[src/hw/rtl/ema_pkg.sv]
// Shared types and constants for the error metric accumulator.
// No dependencies; imported by ema_ctrl, ema_dpath and error_metric_accumulator.
package ema_pkg;

    localparam int METRIC_W = 2;
    localparam int STATUS_W = 2;
    localparam int VALUE_W  = 32;
    localparam int ROOT_W   = 64;

    // metric_select codes
    localparam logic [METRIC_W-1:0] MET_REL_RMSE = 2'd0;
    localparam logic [METRIC_W-1:0] MET_RMSE     = 2'd1;
    localparam logic [METRIC_W-1:0] MET_MAE      = 2'd2;
    localparam logic [METRIC_W-1:0] MET_R2       = 2'd3;

    // status codes
    localparam logic [STATUS_W-1:0] ST_OK   = 2'd0;
    localparam logic [STATUS_W-1:0] ST_ZERO = 2'd1;
    localparam logic [STATUS_W-1:0] ST_SAT  = 2'd2;

    // products run through the shared multiplier for R2
    localparam logic [1:0] MUL_NQ  = 2'd0;  // N * Q
    localparam logic [1:0] MUL_SS  = 2'd1;  // |S| * |S|
    localparam logic [1:0] MUL_NSD = 2'd2;  // N * sd

    localparam logic [VALUE_W-1:0] Q_ONE   = 32'h0001_0000;
    localparam logic [VALUE_W-1:0] SAT_POS = 32'h7FFF_FFFF;
    localparam logic [VALUE_W-1:0] SAT_NEG = 32'h8000_0000;
    localparam logic [ROOT_W-1:0]  R2_Q_MAX  = 64'h0000_0000_8001_0000;
    localparam logic [ROOT_W-1:0]  ROOT_BIT0 = 64'h4000_0000_0000_0000;

    typedef struct packed {
        logic       acc;      // accumulate the accepted pair
        logic       clr;      // clear count and sums
        logic       mul_ld;
        logic       mul_run;
        logic [1:0] mul_idx;
        logic       div_ld;
        logic       div_run;
        logic       sq_ld;
        logic       sq_run;
        logic       out_ld;   // load the result register
    } ema_cmd_t;

    typedef struct packed {
        logic [METRIC_W-1:0] sel;
        logic                zero;
        logic                mul_done;
        logic                div_done;
        logic                sq_done;
    } ema_stat_t;

endpackage

[src/hw/rtl/error_metric_accumulator.sv]
// Top level of the error metric accumulator: stream ports, config register port.
// Depends on ema_pkg, ema_ctrl and ema_dpath.

// Takes (reference, test) sample pairs and keeps a pair count plus running sums of
// squared differences, absolute differences, reference values and squared reference
// values. Pairs without tlast are taken one per cycle. On the tlast pair the block
// stops taking requests and works out the metric picked by the config register
// (0 relative RMSE, 1 RMSE, 2 MAE, 3 R2) as signed Q16.16 with a status in tuser
// (0 ok, 1 zero denominator with value 0, 2 saturated), then clears the sums.
// Unless the denominator is zero, the final pass runs a restoring divider, one
// quotient bit a cycle over a NUM_W-bit numerator (113 bits at default parameters);
// both RMSE metrics then take a root, two radicand bits a cycle, and R2 first runs
// three products on a shift-add multiplier whose A_W-bit operand is as wide as the
// reference sum (40 bits at default parameters). A finished result then waits in
// the output register; pairs are taken meanwhile until a second result has to wait.
module error_metric_accumulator import ema_pkg::*; #(
    parameter int SAMPLE_BITS = 16,
    parameter int COUNT_BITS  = 24
) (
    input  logic                               aclk,
    input  logic                               aresetn,
    // input pairs
    input  logic                               s_tvalid,
    output logic                               s_tready,
    input  logic [((2*SAMPLE_BITS+7)/8)*8-1:0] s_tdata,  // ref_sample, test_sample
    input  logic                               s_tlast,  // last_item
    // results
    output logic                               m_tvalid,
    input  logic                               m_tready,
    output logic [VALUE_W-1:0]                 m_tdata,  // metric_value
    output logic [STATUS_W-1:0]                m_tuser,  // status
    // metric_select register
    input  logic                               cfg_valid,
    output logic                               cfg_ready,
    input  logic [METRIC_W-1:0]                cfg_data
);

    ema_cmd_t  cmd;
    ema_stat_t stat;

    // register writes are captured in the select register, always ready
    assign cfg_ready = 1'b1;

    ema_ctrl u_ctrl (
        .aclk     (aclk),
        .aresetn  (aresetn),
        .s_tvalid (s_tvalid),
        .s_tlast  (s_tlast),
        .s_tready (s_tready),
        .m_tready (m_tready),
        .m_tvalid (m_tvalid),
        .stat     (stat),
        .cmd      (cmd)
    );

    // padding bits above the two samples are ignored
    ema_dpath #(
        .SAMPLE_BITS (SAMPLE_BITS),
        .COUNT_BITS  (COUNT_BITS)
    ) u_dpath (
        .aclk         (aclk),
        .aresetn      (aresetn),
        .cmd          (cmd),
        .stat         (stat),
        .cfg_valid    (cfg_valid),
        .cfg_data     (cfg_data),
        .ref_sample   (s_tdata[SAMPLE_BITS-1:0]),
        .test_sample  (s_tdata[2*SAMPLE_BITS-1:SAMPLE_BITS]),
        .metric_value (m_tdata),
        .status       (m_tuser)
    );

`ifndef SYNTHESIS
    // after the last pair of a set no further request is taken until the result is out
    a_hold_after_last: assert property (@(posedge aclk) disable iff (!aresetn)
        (s_tvalid && s_tready && s_tlast) |=> !s_tready)
        else $error("pair accepted during metric computation");

    // a zero denominator always reports value zero
    a_zero_value: assert property (@(posedge aclk) disable iff (!aresetn)
        (m_tvalid && m_tuser == ST_ZERO) |-> (m_tdata == '0))
        else $error("zero denominator with nonzero value");

    // no undefined status code leaves the block
    a_status_code: assert property (@(posedge aclk) disable iff (!aresetn)
        m_tvalid |-> (m_tuser == ST_OK || m_tuser == ST_ZERO || m_tuser == ST_SAT))
        else $error("bad status code");
`endif

endmodule

[src/hw/rtl/ema_ctrl.sv]
// Sequencer for the error metric accumulator: accept, multiply, divide, root, output.
// Depends on ema_pkg.
module ema_ctrl import ema_pkg::*; (
    input  logic      aclk,
    input  logic      aresetn,
    input  logic      s_tvalid,
    input  logic      s_tlast,
    output logic      s_tready,
    input  logic      m_tready,
    output logic      m_tvalid,
    input  ema_stat_t stat,
    output ema_cmd_t  cmd
);

    localparam logic [3:0] S_IDLE    = 4'd0;
    localparam logic [3:0] S_CHECK   = 4'd1;
    localparam logic [3:0] S_MUL_LD  = 4'd2;
    localparam logic [3:0] S_MUL_RUN = 4'd3;
    localparam logic [3:0] S_DIV_LD  = 4'd4;
    localparam logic [3:0] S_DIV_RUN = 4'd5;
    localparam logic [3:0] S_SQ_LD   = 4'd6;
    localparam logic [3:0] S_SQ_RUN  = 4'd7;
    localparam logic [3:0] S_OUT     = 4'd8;

    logic [3:0] state_reg, state_next;
    logic [1:0] idx_reg, idx_next;
    logic       out_valid_reg, out_valid_next;

    always_comb begin
        state_next  = state_reg;
        idx_next    = idx_reg;
        cmd         = '0;
        cmd.mul_idx = idx_reg;
        case (state_reg)
            S_IDLE: begin
                if (s_tvalid) begin
                    cmd.acc = 1'b1;
                    if (s_tlast) state_next = S_CHECK;
                end
            end
            S_CHECK: begin
                idx_next = MUL_NQ;
                if (stat.sel == MET_R2) state_next = S_MUL_LD;
                else if (stat.zero)     state_next = S_OUT;
                else                    state_next = S_DIV_LD;
            end
            S_MUL_LD: begin
                cmd.mul_ld = 1'b1;
                state_next = S_MUL_RUN;
            end
            S_MUL_RUN: begin
                cmd.mul_run = 1'b1;
                if (stat.mul_done) begin
                    if (idx_reg == MUL_NSD) begin
                        // N*Q and S*S are stored by now
                        state_next = stat.zero ? S_OUT : S_DIV_LD;
                    end else begin
                        idx_next   = idx_reg + 2'd1;
                        state_next = S_MUL_LD;
                    end
                end
            end
            S_DIV_LD: begin
                cmd.div_ld = 1'b1;
                state_next = S_DIV_RUN;
            end
            S_DIV_RUN: begin
                cmd.div_run = 1'b1;
                if (stat.div_done) begin
                    if (stat.sel inside {MET_REL_RMSE, MET_RMSE}) state_next = S_SQ_LD;
                    else                                           state_next = S_OUT;
                end
            end
            S_SQ_LD: begin
                cmd.sq_ld  = 1'b1;
                state_next = S_SQ_RUN;
            end
            S_SQ_RUN: begin
                cmd.sq_run = 1'b1;
                if (stat.sq_done) state_next = S_OUT;
            end
            S_OUT: begin
                if (!out_valid_reg || m_tready) begin
                    cmd.out_ld = 1'b1;
                    cmd.clr    = 1'b1;
                    state_next = S_IDLE;
                end
            end
            default: state_next = S_IDLE;
        endcase
    end

    always_comb begin
        if (cmd.out_ld)     out_valid_next = 1'b1;
        else if (m_tready)  out_valid_next = 1'b0;
        else                out_valid_next = out_valid_reg;
    end

    always_ff @(posedge aclk) begin
        if (!aresetn) begin
            state_reg     <= S_IDLE;
            idx_reg       <= MUL_NQ;
            out_valid_reg <= 1'b0;
        end else begin
            state_reg     <= state_next;
            idx_reg       <= idx_next;
            out_valid_reg <= out_valid_next;
        end
    end

    assign s_tready = (state_reg == S_IDLE);
    assign m_tvalid = out_valid_reg;

endmodule

[src/hw/rtl/ema_dpath.sv]
// Datapath: accumulators, shift-add multiplier, restoring divider, bitwise root, result reg.
// Depends on ema_pkg; driven by ema_ctrl commands.
module ema_dpath import ema_pkg::*; #(
    parameter int SAMPLE_BITS = 16,
    parameter int COUNT_BITS  = 24
) (
    input  logic                   aclk,
    input  logic                   aresetn,
    input  ema_cmd_t               cmd,
    output ema_stat_t              stat,
    input  logic                   cfg_valid,
    input  logic [METRIC_W-1:0]    cfg_data,
    input  logic [SAMPLE_BITS-1:0] ref_sample,
    input  logic [SAMPLE_BITS-1:0] test_sample,
    output logic [VALUE_W-1:0]     metric_value,
    output logic [STATUS_W-1:0]    status
);

    localparam int SB    = SAMPLE_BITS;
    localparam int CNT_W = COUNT_BITS + 1;
    localparam int SQD_R = 2 * SB + COUNT_BITS + 1;
    localparam int ABS_R = SB + COUNT_BITS + 1;
    localparam int RS_R  = SB + COUNT_BITS;
    localparam int RSQ_R = 2 * SB + COUNT_BITS - 1;
    localparam int SQD_W = (SQD_R > 64) ? 64 : SQD_R;
    localparam int ABS_W = (ABS_R > 64) ? 64 : ABS_R;
    localparam int RS_W  = (RS_R  > 64) ? 64 : RS_R;
    localparam int RSQ_W = (RSQ_R > 64) ? 64 : RSQ_R;
    localparam int A_W   = (RS_W > CNT_W) ? RS_W : CNT_W;
    localparam int B_T   = (RSQ_W > RS_W) ? RSQ_W : RS_W;
    localparam int B_W   = (SQD_W > B_T) ? SQD_W : B_T;
    localparam int MUL_W = A_W + B_W;
    localparam int DEN_W = MUL_W;
    localparam int N_T1  = (MUL_W + 16 > SQD_W + 32) ? MUL_W + 16 : SQD_W + 32;
    localparam int N_T2  = (N_T1 > ABS_W + 16) ? N_T1 : ABS_W + 16;
    localparam int NUM_W = (N_T2 > ROOT_W) ? N_T2 : ROOT_W;
    localparam int DC_W  = $clog2(NUM_W + 1);

    // accumulators
    logic [CNT_W-1:0] cnt_reg;
    logic [SQD_W-1:0] sqd_reg;
    logic [ABS_W-1:0] absd_reg;
    logic [RS_W-1:0]  rs_reg;
    logic [RSQ_W-1:0] rsq_reg;
    logic [METRIC_W-1:0] sel_reg;

    logic signed [SB:0] diff;
    logic [SB:0]        ad;
    logic [SB-1:0]      ma;
    logic [2*SB+1:0]    ad_sq;
    logic [2*SB-1:0]    ma_sq;
    logic [RS_W-1:0]    ms;

    assign diff  = $signed({ref_sample[SB-1], ref_sample})
                 - $signed({test_sample[SB-1], test_sample});
    assign ad    = diff[SB] ? (~diff + 1'b1) : diff;
    assign ma    = ref_sample[SB-1] ? (~ref_sample + 1'b1) : ref_sample;
    assign ad_sq = ad * ad;
    assign ma_sq = ma * ma;
    assign ms    = rs_reg[RS_W-1] ? (~rs_reg + 1'b1) : rs_reg;

    always_ff @(posedge aclk) begin
        if (!aresetn) begin
            sel_reg <= MET_REL_RMSE;
        end else if (cfg_valid) begin
            sel_reg <= cfg_data;
        end
    end

    always_ff @(posedge aclk) begin
        if (!aresetn || cmd.clr) begin
            cnt_reg  <= '0;
            sqd_reg  <= '0;
            absd_reg <= '0;
            rs_reg   <= '0;
            rsq_reg  <= '0;
        end else if (cmd.acc && !cnt_reg[CNT_W-1]) begin
            // count saturates at 2^COUNT_BITS; later pairs are dropped
            cnt_reg  <= cnt_reg + 1'b1;
            sqd_reg  <= sqd_reg + SQD_W'(ad_sq);
            absd_reg <= absd_reg + ABS_W'(ad);
            rs_reg   <= rs_reg + RS_W'($signed(ref_sample));
            rsq_reg  <= rsq_reg + RSQ_W'(ma_sq);
        end
    end

    // shift-add multiplier, one multiplier bit per cycle
    logic [A_W-1:0]   mul_a_reg;
    logic [MUL_W-1:0] mul_b_reg, mul_acc_reg;
    logic [MUL_W-1:0] nq_reg, s2_reg, nsd_reg;
    logic             mul_done;

    assign mul_done = (mul_a_reg == '0);

    always_ff @(posedge aclk) begin
        if (cmd.mul_ld) begin
            mul_acc_reg <= '0;
            case (cmd.mul_idx)
                MUL_NQ: begin
                    mul_a_reg <= A_W'(cnt_reg);
                    mul_b_reg <= MUL_W'(rsq_reg);
                end
                MUL_SS: begin
                    mul_a_reg <= A_W'(ms);
                    mul_b_reg <= MUL_W'(ms);
                end
                default: begin
                    mul_a_reg <= A_W'(cnt_reg);
                    mul_b_reg <= MUL_W'(sqd_reg);
                end
            endcase
        end else if (cmd.mul_run) begin
            if (!mul_done) begin
                if (mul_a_reg[0]) mul_acc_reg <= mul_acc_reg + mul_b_reg;
                mul_a_reg <= mul_a_reg >> 1;
                mul_b_reg <= mul_b_reg << 1;
            end else begin
                case (cmd.mul_idx)
                    MUL_NQ:  nq_reg  <= mul_acc_reg;
                    MUL_SS:  s2_reg  <= mul_acc_reg;
                    default: nsd_reg <= mul_acc_reg;
                endcase
            end
        end
    end

    // restoring divider, one quotient bit per cycle; numerator shifts out of div_q_reg
    logic [NUM_W-1:0] div_q_reg;
    logic [DEN_W-1:0] div_r_reg, div_d_reg;
    logic [DC_W-1:0]  div_cnt_reg;
    logic [DEN_W:0]   rem_sh;
    logic             rem_ge;

    assign rem_sh = {div_r_reg, div_q_reg[NUM_W-1]};
    assign rem_ge = (rem_sh >= {1'b0, div_d_reg});

    always_ff @(posedge aclk) begin
        if (cmd.div_ld) begin
            div_r_reg   <= '0;
            div_cnt_reg <= DC_W'(NUM_W);
            case (sel_reg)
                MET_REL_RMSE: begin
                    div_q_reg <= NUM_W'({sqd_reg, 32'd0});
                    div_d_reg <= DEN_W'(rsq_reg);
                end
                MET_RMSE: begin
                    div_q_reg <= NUM_W'({sqd_reg, 32'd0});
                    div_d_reg <= DEN_W'(cnt_reg);
                end
                MET_MAE: begin
                    div_q_reg <= NUM_W'({absd_reg, 16'd0});
                    div_d_reg <= DEN_W'(cnt_reg);
                end
                default: begin
                    div_q_reg <= NUM_W'({nsd_reg, 16'd0});
                    div_d_reg <= nq_reg - s2_reg;
                end
            endcase
        end else if (cmd.div_run && div_cnt_reg != '0) begin
            div_r_reg   <= rem_ge ? DEN_W'(rem_sh - {1'b0, div_d_reg}) : rem_sh[DEN_W-1:0];
            div_q_reg   <= {div_q_reg[NUM_W-2:0], rem_ge};
            div_cnt_reg <= div_cnt_reg - 1'b1;
        end
    end

    // bitwise integer square root, two radicand bits per cycle
    logic [ROOT_W-1:0] sq_x_reg, sq_res_reg, sq_bit_reg;
    logic [ROOT_W-1:0] sq_trial;

    assign sq_trial = sq_res_reg + sq_bit_reg;

    always_ff @(posedge aclk) begin
        if (cmd.sq_ld) begin
            sq_x_reg   <= div_q_reg[ROOT_W-1:0];
            sq_res_reg <= '0;
            sq_bit_reg <= ROOT_BIT0;
        end else if (cmd.sq_run && sq_bit_reg != '0) begin
            if (sq_x_reg >= sq_trial) begin
                sq_x_reg   <= sq_x_reg - sq_trial;
                sq_res_reg <= (sq_res_reg >> 1) + sq_bit_reg;
            end else begin
                sq_res_reg <= sq_res_reg >> 1;
            end
            sq_bit_reg <= sq_bit_reg >> 2;
        end
    end

    // result selection
    logic zero;
    logic [VALUE_W-1:0]  val_c;
    logic [STATUS_W-1:0] st_c;

    always_comb begin
        case (sel_reg)
            MET_REL_RMSE: zero = (rsq_reg == '0);
            MET_RMSE:     zero = (cnt_reg == '0);
            MET_MAE:      zero = (cnt_reg == '0);
            default:      zero = (nq_reg <= s2_reg);
        endcase
    end

    always_comb begin
        val_c = '0;
        st_c  = ST_OK;
        if (zero) begin
            st_c = ST_ZERO;
        end else begin
            case (sel_reg)
                MET_REL_RMSE, MET_RMSE: begin
                    if (|div_q_reg[NUM_W-1:62]) begin
                        val_c = SAT_POS;
                        st_c  = ST_SAT;
                    end else begin
                        val_c = sq_res_reg[VALUE_W-1:0];
                    end
                end
                MET_MAE: begin
                    if (|div_q_reg[NUM_W-1:31]) begin
                        val_c = SAT_POS;
                        st_c  = ST_SAT;
                    end else begin
                        val_c = div_q_reg[VALUE_W-1:0];
                    end
                end
                default: begin
                    if (div_q_reg > NUM_W'(R2_Q_MAX)) begin
                        val_c = SAT_NEG;
                        st_c  = ST_SAT;
                    end else begin
                        val_c = Q_ONE - div_q_reg[VALUE_W-1:0];
                    end
                end
            endcase
        end
    end

    always_ff @(posedge aclk) begin
        if (cmd.out_ld) begin
            metric_value <= val_c;
            status       <= st_c;
        end
    end

    assign stat.sel      = sel_reg;
    assign stat.zero     = zero;
    assign stat.mul_done = mul_done;
    assign stat.div_done = (div_cnt_reg == '0);
    assign stat.sq_done  = (sq_bit_reg == '0);

endmodule

[config.mk]
export PLATFORM = sky130hd
export DESIGN_NAME = error_metric_accumulator
export DESIGN_NICKNAME = d
export VERILOG_FILES = /design/src/hw/rtl/ema_pkg.sv /design/src/hw/rtl/error_metric_accumulator.sv /design/src/hw/rtl/ema_ctrl.sv /design/src/hw/rtl/ema_dpath.sv
export SDC_FILE = /design/constraint.sdc
export NUM_CORES = 2
export LEC_CHECK = 0
export BUFFER_PORTS_ARGS = -buffer_cell sky130_fd_sc_hd__clkbuf_2
export CORE_AREA = 2 2 408 410
export CTS_CLUSTER_SIZE = 12
export DETAILED_ROUTE_END_ITERATION = 7
export DIE_AREA = 0 0 410 412
export PLACE_DENSITY_LB_ADDON = 0.25
export SYNTH_ARGS = -nofsm -noshare
export SYNTH_HDL_FRONTEND = slang
export SYNTH_SLANG_ARGS = --single-unit
[constraint.sdc]
create_clock -name aclk -period 40.7 [get_ports aclk]
set_input_delay 12.21 -clock aclk [delete_from_list [all_inputs] [get_ports aclk]]
set_output_delay 12.21 -clock aclk [all_outputs]
set_load 0.01 [all_outputs]
---- Word level (Yosys, flattened, before mapping) ----
Cells that the tools add are included.
word-level totals
  register bits ........................... 1260
  latch bits .............................. 0
  bits in writable memories ............... 0
  ROM bits ................................ 0
  input port bits ......................... 40
  logic and storage cells ................. 168
  memories ................................ 0
cells by class
  $add $sub $neg .......................... 18
  multipliers ............................. 2
  divide/modulo/power cells ............... 0
  $lt $le $gt $ge ......................... 4
  eq/ne operators ......................... 21
  shifts and indexed selects .............. 0
  multiplexer cells ....................... 55
  bitwise logic cells ..................... 6
  reductions and logical operators ........ 38
operator list
  kind                                                                     count
  97-bit 2-to-1 mux                                                        4
  64-bit 2-to-1 mux                                                        4
  113-bit 2-to-1 mux                                                       2
  113-bit case mux with 2 select lines                                     1
  40-bit 2-to-1 mux                                                        5
  97-bit case mux with 2 select lines                                      1
  97-bit subtractor                                                        2
  57-bit case mux with 2 select lines                                      1
  113-bit by 32-bit > comparator with 1-bit output, second input constant  1
  98-bit by 97-bit >= comparator with 1-bit output                         1
  97-bit adder                                                             1
  97-bit <= comparator                                                     1
  32-bit 2-to-1 mux                                                        3
  82-bit OR reduction                                                      1
  63-bit by 63-bit adder with 64-bit output                                1
  64-bit by 63-bit adder with 64-bit output                                1
  64-bit >= comparator                                                     1
  64-bit logical NOT                                                       1
  32-bit case mux with 2 select lines                                      1
  64-bit nonzero test                                                      1
  64-bit subtractor                                                        1
  57-bit by 34-bit adder with 57-bit output                                1
  55-bit by 32-bit adder with 55-bit output                                1
  55-bit logical NOT                                                       1
  other kinds (48)                                                         106

---- Longest topological paths before layout ----
  depth after elaboration ................. 7
  mapped depth ............................ 42

---- By module ----
From an unflattened synthesis, not the netlist that was laid out.
second synthesis, totals
  cells, all modules ...................... 11300
  area total of the unflattened synthesis .. 97694.9 um2
by module, submodules not included
  module                    times used  cells each  area each (um2)
  ema_dpath                 1           11223       97113.1
  ema_ctrl                  1           75          570.5
  error_metric_accumulator  1           2           11.3

---- Worst setup path after synthesis ----
OpenSTA, ideal clock, no wires.
  path type ............................... input port to flip-flop
  start ................................... input s_tdata[0]
  end ..................................... register u_dpath.sqd_reg[40]
  arrival ................................. 21.300 ns
  data required time ...................... 40.572 ns
  slack ................................... 19.273 ns
  stages on the path ...................... 37
  buffers on the path ..................... 2
  path through ............................ inv_1 ha_1 fa_1 nor2b_1 o21a_1 nor2_1 xnor2_1 or3_1 a2111oi_0 o2111ai_1 o21ai_0 xor2_1 inv_1 clkbuf_1 nand2_1 fa_1 inv_1 fa_1 fa_1 fa_1 fa_1 inv_1 fa_1 inv_1 ha_1 a21o_1 a2111oi_0 o21ai_0 o221ai_1 a21boi_0 o32a_1 a31o_2 a211o_1 clkbuf_1 nand4_1 xor2_1 nor2_1
between the ends
  longest elaborated chain between the ends .. 6
ends and longest elaborated chain
  what                                              line                            RTL
  start, declared                                   error_metric_accumulator.sv:25  input logic [((2*SAMPLE_BITS+7)/8)*8-1:0] s_tdata,
  16-bit by 16-bit subtractor with 17-bit output *  ema_dpath.sv:55                 - $signed({test_sample[SB-1], test_sample});
  17-bit inverter                                   ema_dpath.sv:56                 assign ad = diff[SB] ? (~diff + 1'b1) : diff;
  17-bit by 1-bit adder with 17-bit output          ema_dpath.sv:56
  17-bit 2-to-1 mux *                               ema_dpath.sv:56
  17-bit by 17-bit multiplier with 34-bit output *  ema_dpath.sv:58                 assign ad_sq = ad * ad;
  57-bit by 34-bit adder with 57-bit output *       ema_dpath.sv:80                 sqd_reg <= sqd_reg + SQD_W'(ad_sq);
  end signal, assigned                              ema_dpath.sv:80
  end, declared                                     ema_dpath.sv:41                 logic [SQD_W-1:0] sqd_reg;
Mark *: on every way between the ends. The rest lies on a longest branch, timed or not.
A chain may end at the register's enable or synchronous reset.

---- Worst setup path in the final report ----
  start ................................... input s_tdata[0]
  end ..................................... register u_dpath.sqd_reg[55]
The elaborated chain is that of the path after synthesis.

==> results_dict.tcl <==
set metrics [dict create \
    postCtsHoldBufs 0 \
    worst-path-max-fanout 14 \
    path_clk_slew_ps 60 \
    relSlewSlack 0.106 \
    dp_hpwl_um 250000 \
    place_inst 13244 \
    grt_use_total 0.377 \
    min_period_over_period 0.571 \
    cts_num_sinks 1260 \
    ys_ff_latch 1260 \
    place.gp.congestion 1.08 \
    skew_ps 35.0 \
    drive_gt1_frac 0.0423 \
    path_common_cell "fa_1" \
    finalHoldViolCount 0 \
    wl_per_cell_um 24.0 \
    yosys.area.top_type "edfxtp_1" \
    ant_nets 0 \
    finalSetupViolCount 0 \
    ctsRootBufferMaster "clkbuf_16" \
    fillCellCount 13934 \
    cap_violations 0 \
    synth.avg_cell_area_um2 8.58 \
    worstHoldStart "u_dpath.sqd_reg[28]" \
    layout.nets 12386 \
    syn_inst 11449 \
    vias 85749 \
    drc_errors 0 \
    use_met2 0.595 \
    die_h_um 412 \
    coreArea_um2 164000 \
    cts_tree "built" \
    hold_path_depth 2 \
    fin_crit_ps 23230 \
    clockBufferDepth 3 \
    yosys-top-cells-area "edfxtp_1 (22%), dfxtp_1 (11%), ha_1 (9.2%), fa_1 (8.7%), a21oi_1 (5.7%)" \
    max_freq_mhz 43.1 \
    die_area_um2 169000 \
    cts.repair.resized 0 \
    grt.met1_usage 0.488 \
    design_area_um2 105000 \
    rr_endpoint "u_dpath.sq_x_reg[0]" \
    synth-edff-count 736 \
    hold_class "reg -> reg" \
    postLayoutCoreUtil 0.637 \
    routed_via_density 6.35 \
    drt-initial-drc-count 8660 \
    rsz0062_at_grt "false" \
    grt_pass1_wl_um 490000 \
    antenna_found_initial 15 \
    grt_busiest_layer "met2" \
    ys.flop_type "edfxtp_1" \
    start_util 0.598 \
    ios 77 \
    hold_end "u_dpath.sqd_reg[28]" \
    worstSkewPairLatency_ps 810 \
    first_pass_iters 7 \
    path_class "in -> reg" \
    cp-end-kind "register" \
    critPathRequiredTime_ps 41340 \
    drv_slew 0 \
    synth_area_um2 98300 \
    cts.htree.levels 4 \
    post_cts_buffers 0 \
    status "complete, no violations" \
    r2r_slack_ps 31900 \
    synth_top_cell_area_share 0.225 \
    largest_register_ffs 113 \
    wirelength_um 324000 \
    yosysMostFrequentCell "nand2_1" \
    die_x_um 410 \
    cp_slowest_cell "xor2_2" \
    ys_warn_count 0 \
    worstSetupStartpointType "input pin" \
    area_growth_syn_to_layout_pct 6.50 \
    grt_overflow 0 \
    seq_area_frac_synth 0.332 \
    synth-async-reset-ratio 0 \
    worstPathArrival_ps 23870 \
    met3_usage 0.0721 \
    rows 149 \
    r2r_cells 25 \
    grt_pass1_vias 81229 \
    placed_cell_area_um2 100000 \
    tns_ps 0 \
    port_buffers 75 \
    r2r-start "u_dpath.sq_res_reg[2]" \
    grt_max_degree 144 \
    cp_slowest_stage_delay_ps 770 \
    stdcell_count 13508 \
    worstMarginPinSlew_ps 1310 \
    cts_buffers 140 \
    synth_cell_type_count 96 \
    synthTopCellsByCount "nand2_1 (1420), a21oi_1 (1126), inv_1 (992)" \
]
## metrics by stage
stage,setup WS [ps],hold slack (ps)
3_5_place_dp,16910,449
3_3_place_gp,17110,443
4_1_cts,17680,458
6_report,17470,458
5_1_grt,16910,488
2_1_floorplan,19270,432
## worst max path at each step
stage | startpoint | to | slack (ps) | cells after the start
global placement | s_tdata[0] | u_dpath.sqd_reg[55] | 17110 | 34
finish | s_tdata[0] | u_dpath.sqd_reg[55] | 17470 | 37
floorplan | s_tdata[0] | u_dpath.sqd_reg[40] | 19270 | 37
CTS | s_tdata[0] | u_dpath.sqd_reg[55] | 17680 | 35
detailed placement | s_tdata[0] | u_dpath.sqd_reg[55] | 16910 | 35
global route | s_tdata[0] | u_dpath.sqd_reg[55] | 16910 | 37
## worst max-delay path, delay by kind of cell
family,cells,cell delay (ps)
AO/OA/AOI/OAI,11,4130
adder cells (fa/ha/maj),9,4250
buffers and inverters,8,1070
AND/OR/NAND/NOR,7,1270
XOR/XNOR,2,930
## layout make-up
cell class	instances	area [µm²]	share of cell area
Clock inverter	48	438	0.00418
Multi-Input combinational cell	8637	60000	0.573
Timing Repair Buffer	157	1020	0.00971
Clock buffer	206	4100	0.0392
Tap cell	2189	2740	0.0262
Inverter	1001	3760	0.0360
Antenna cell	10	25.0	0.000239
Sequential cell	1260	32600	0.311
## routing by layer
metal | vias to the layer above | share of wire
met5 | - | 0.00021
met4 | 10 | 0.066
met3 | 849 | 0.086
met2 | 3868 | 0.45
met1 | 41375 | 0.40
li1 | 39647 | -
## cell usage in the layout (no fill, tap or decap), types with 30 or more instances in the layout
cell       instances
clkbuf_2          75
o21a_1            73
nand3_1          257
a22o_1            30
buf_4             80
a21boi_0          49
o211ai_1          38
or3_1             79
a31oi_1          127
a221oi_1          40
nor3_1           158
xnor2_1          403
o21bai_1         124
nand4_1          172
a211oi_1          89
a22oi_1           71
inv_1            990
a21o_1           302
o31ai_1           57
ha_1             718
nand2b_1          74
mux2i_1           34
a21oi_1         1126
clkbuf_16        146
xor2_1           294
nor2_1           884
clkbuf_1          36
fa_1             426
nor4_1            93
nor2b_1           81
dfxtp_1          524
and2_1           143
edfxtp_1         736
and3_1            75
nor3b_1           31
o21ai_0          730
nand2_1         1414
## cells by family (layout without fill, tap and decap cells)
group / after synthesis / in the layout / share of synthesized area
flops: 1260 / 1260 / 0.332
simple gates: 3602 / 3602 / 0.168
compound gates: 3123 / 3123 / 0.195
fa+ha+maj: 1149 / 1149 / 0.179
buf+inv: 1575 / 1412 / 0.0605
mux: 40 / 40 / 0.00415
xor+xnor: 698 / 698 / 0.0623
other cells: 2 / 35 / 0.0000764
Power is left out: the tool's default activity adds up to more than one toggle a clock period on the data nets, which glitch-free logic cannot reach.
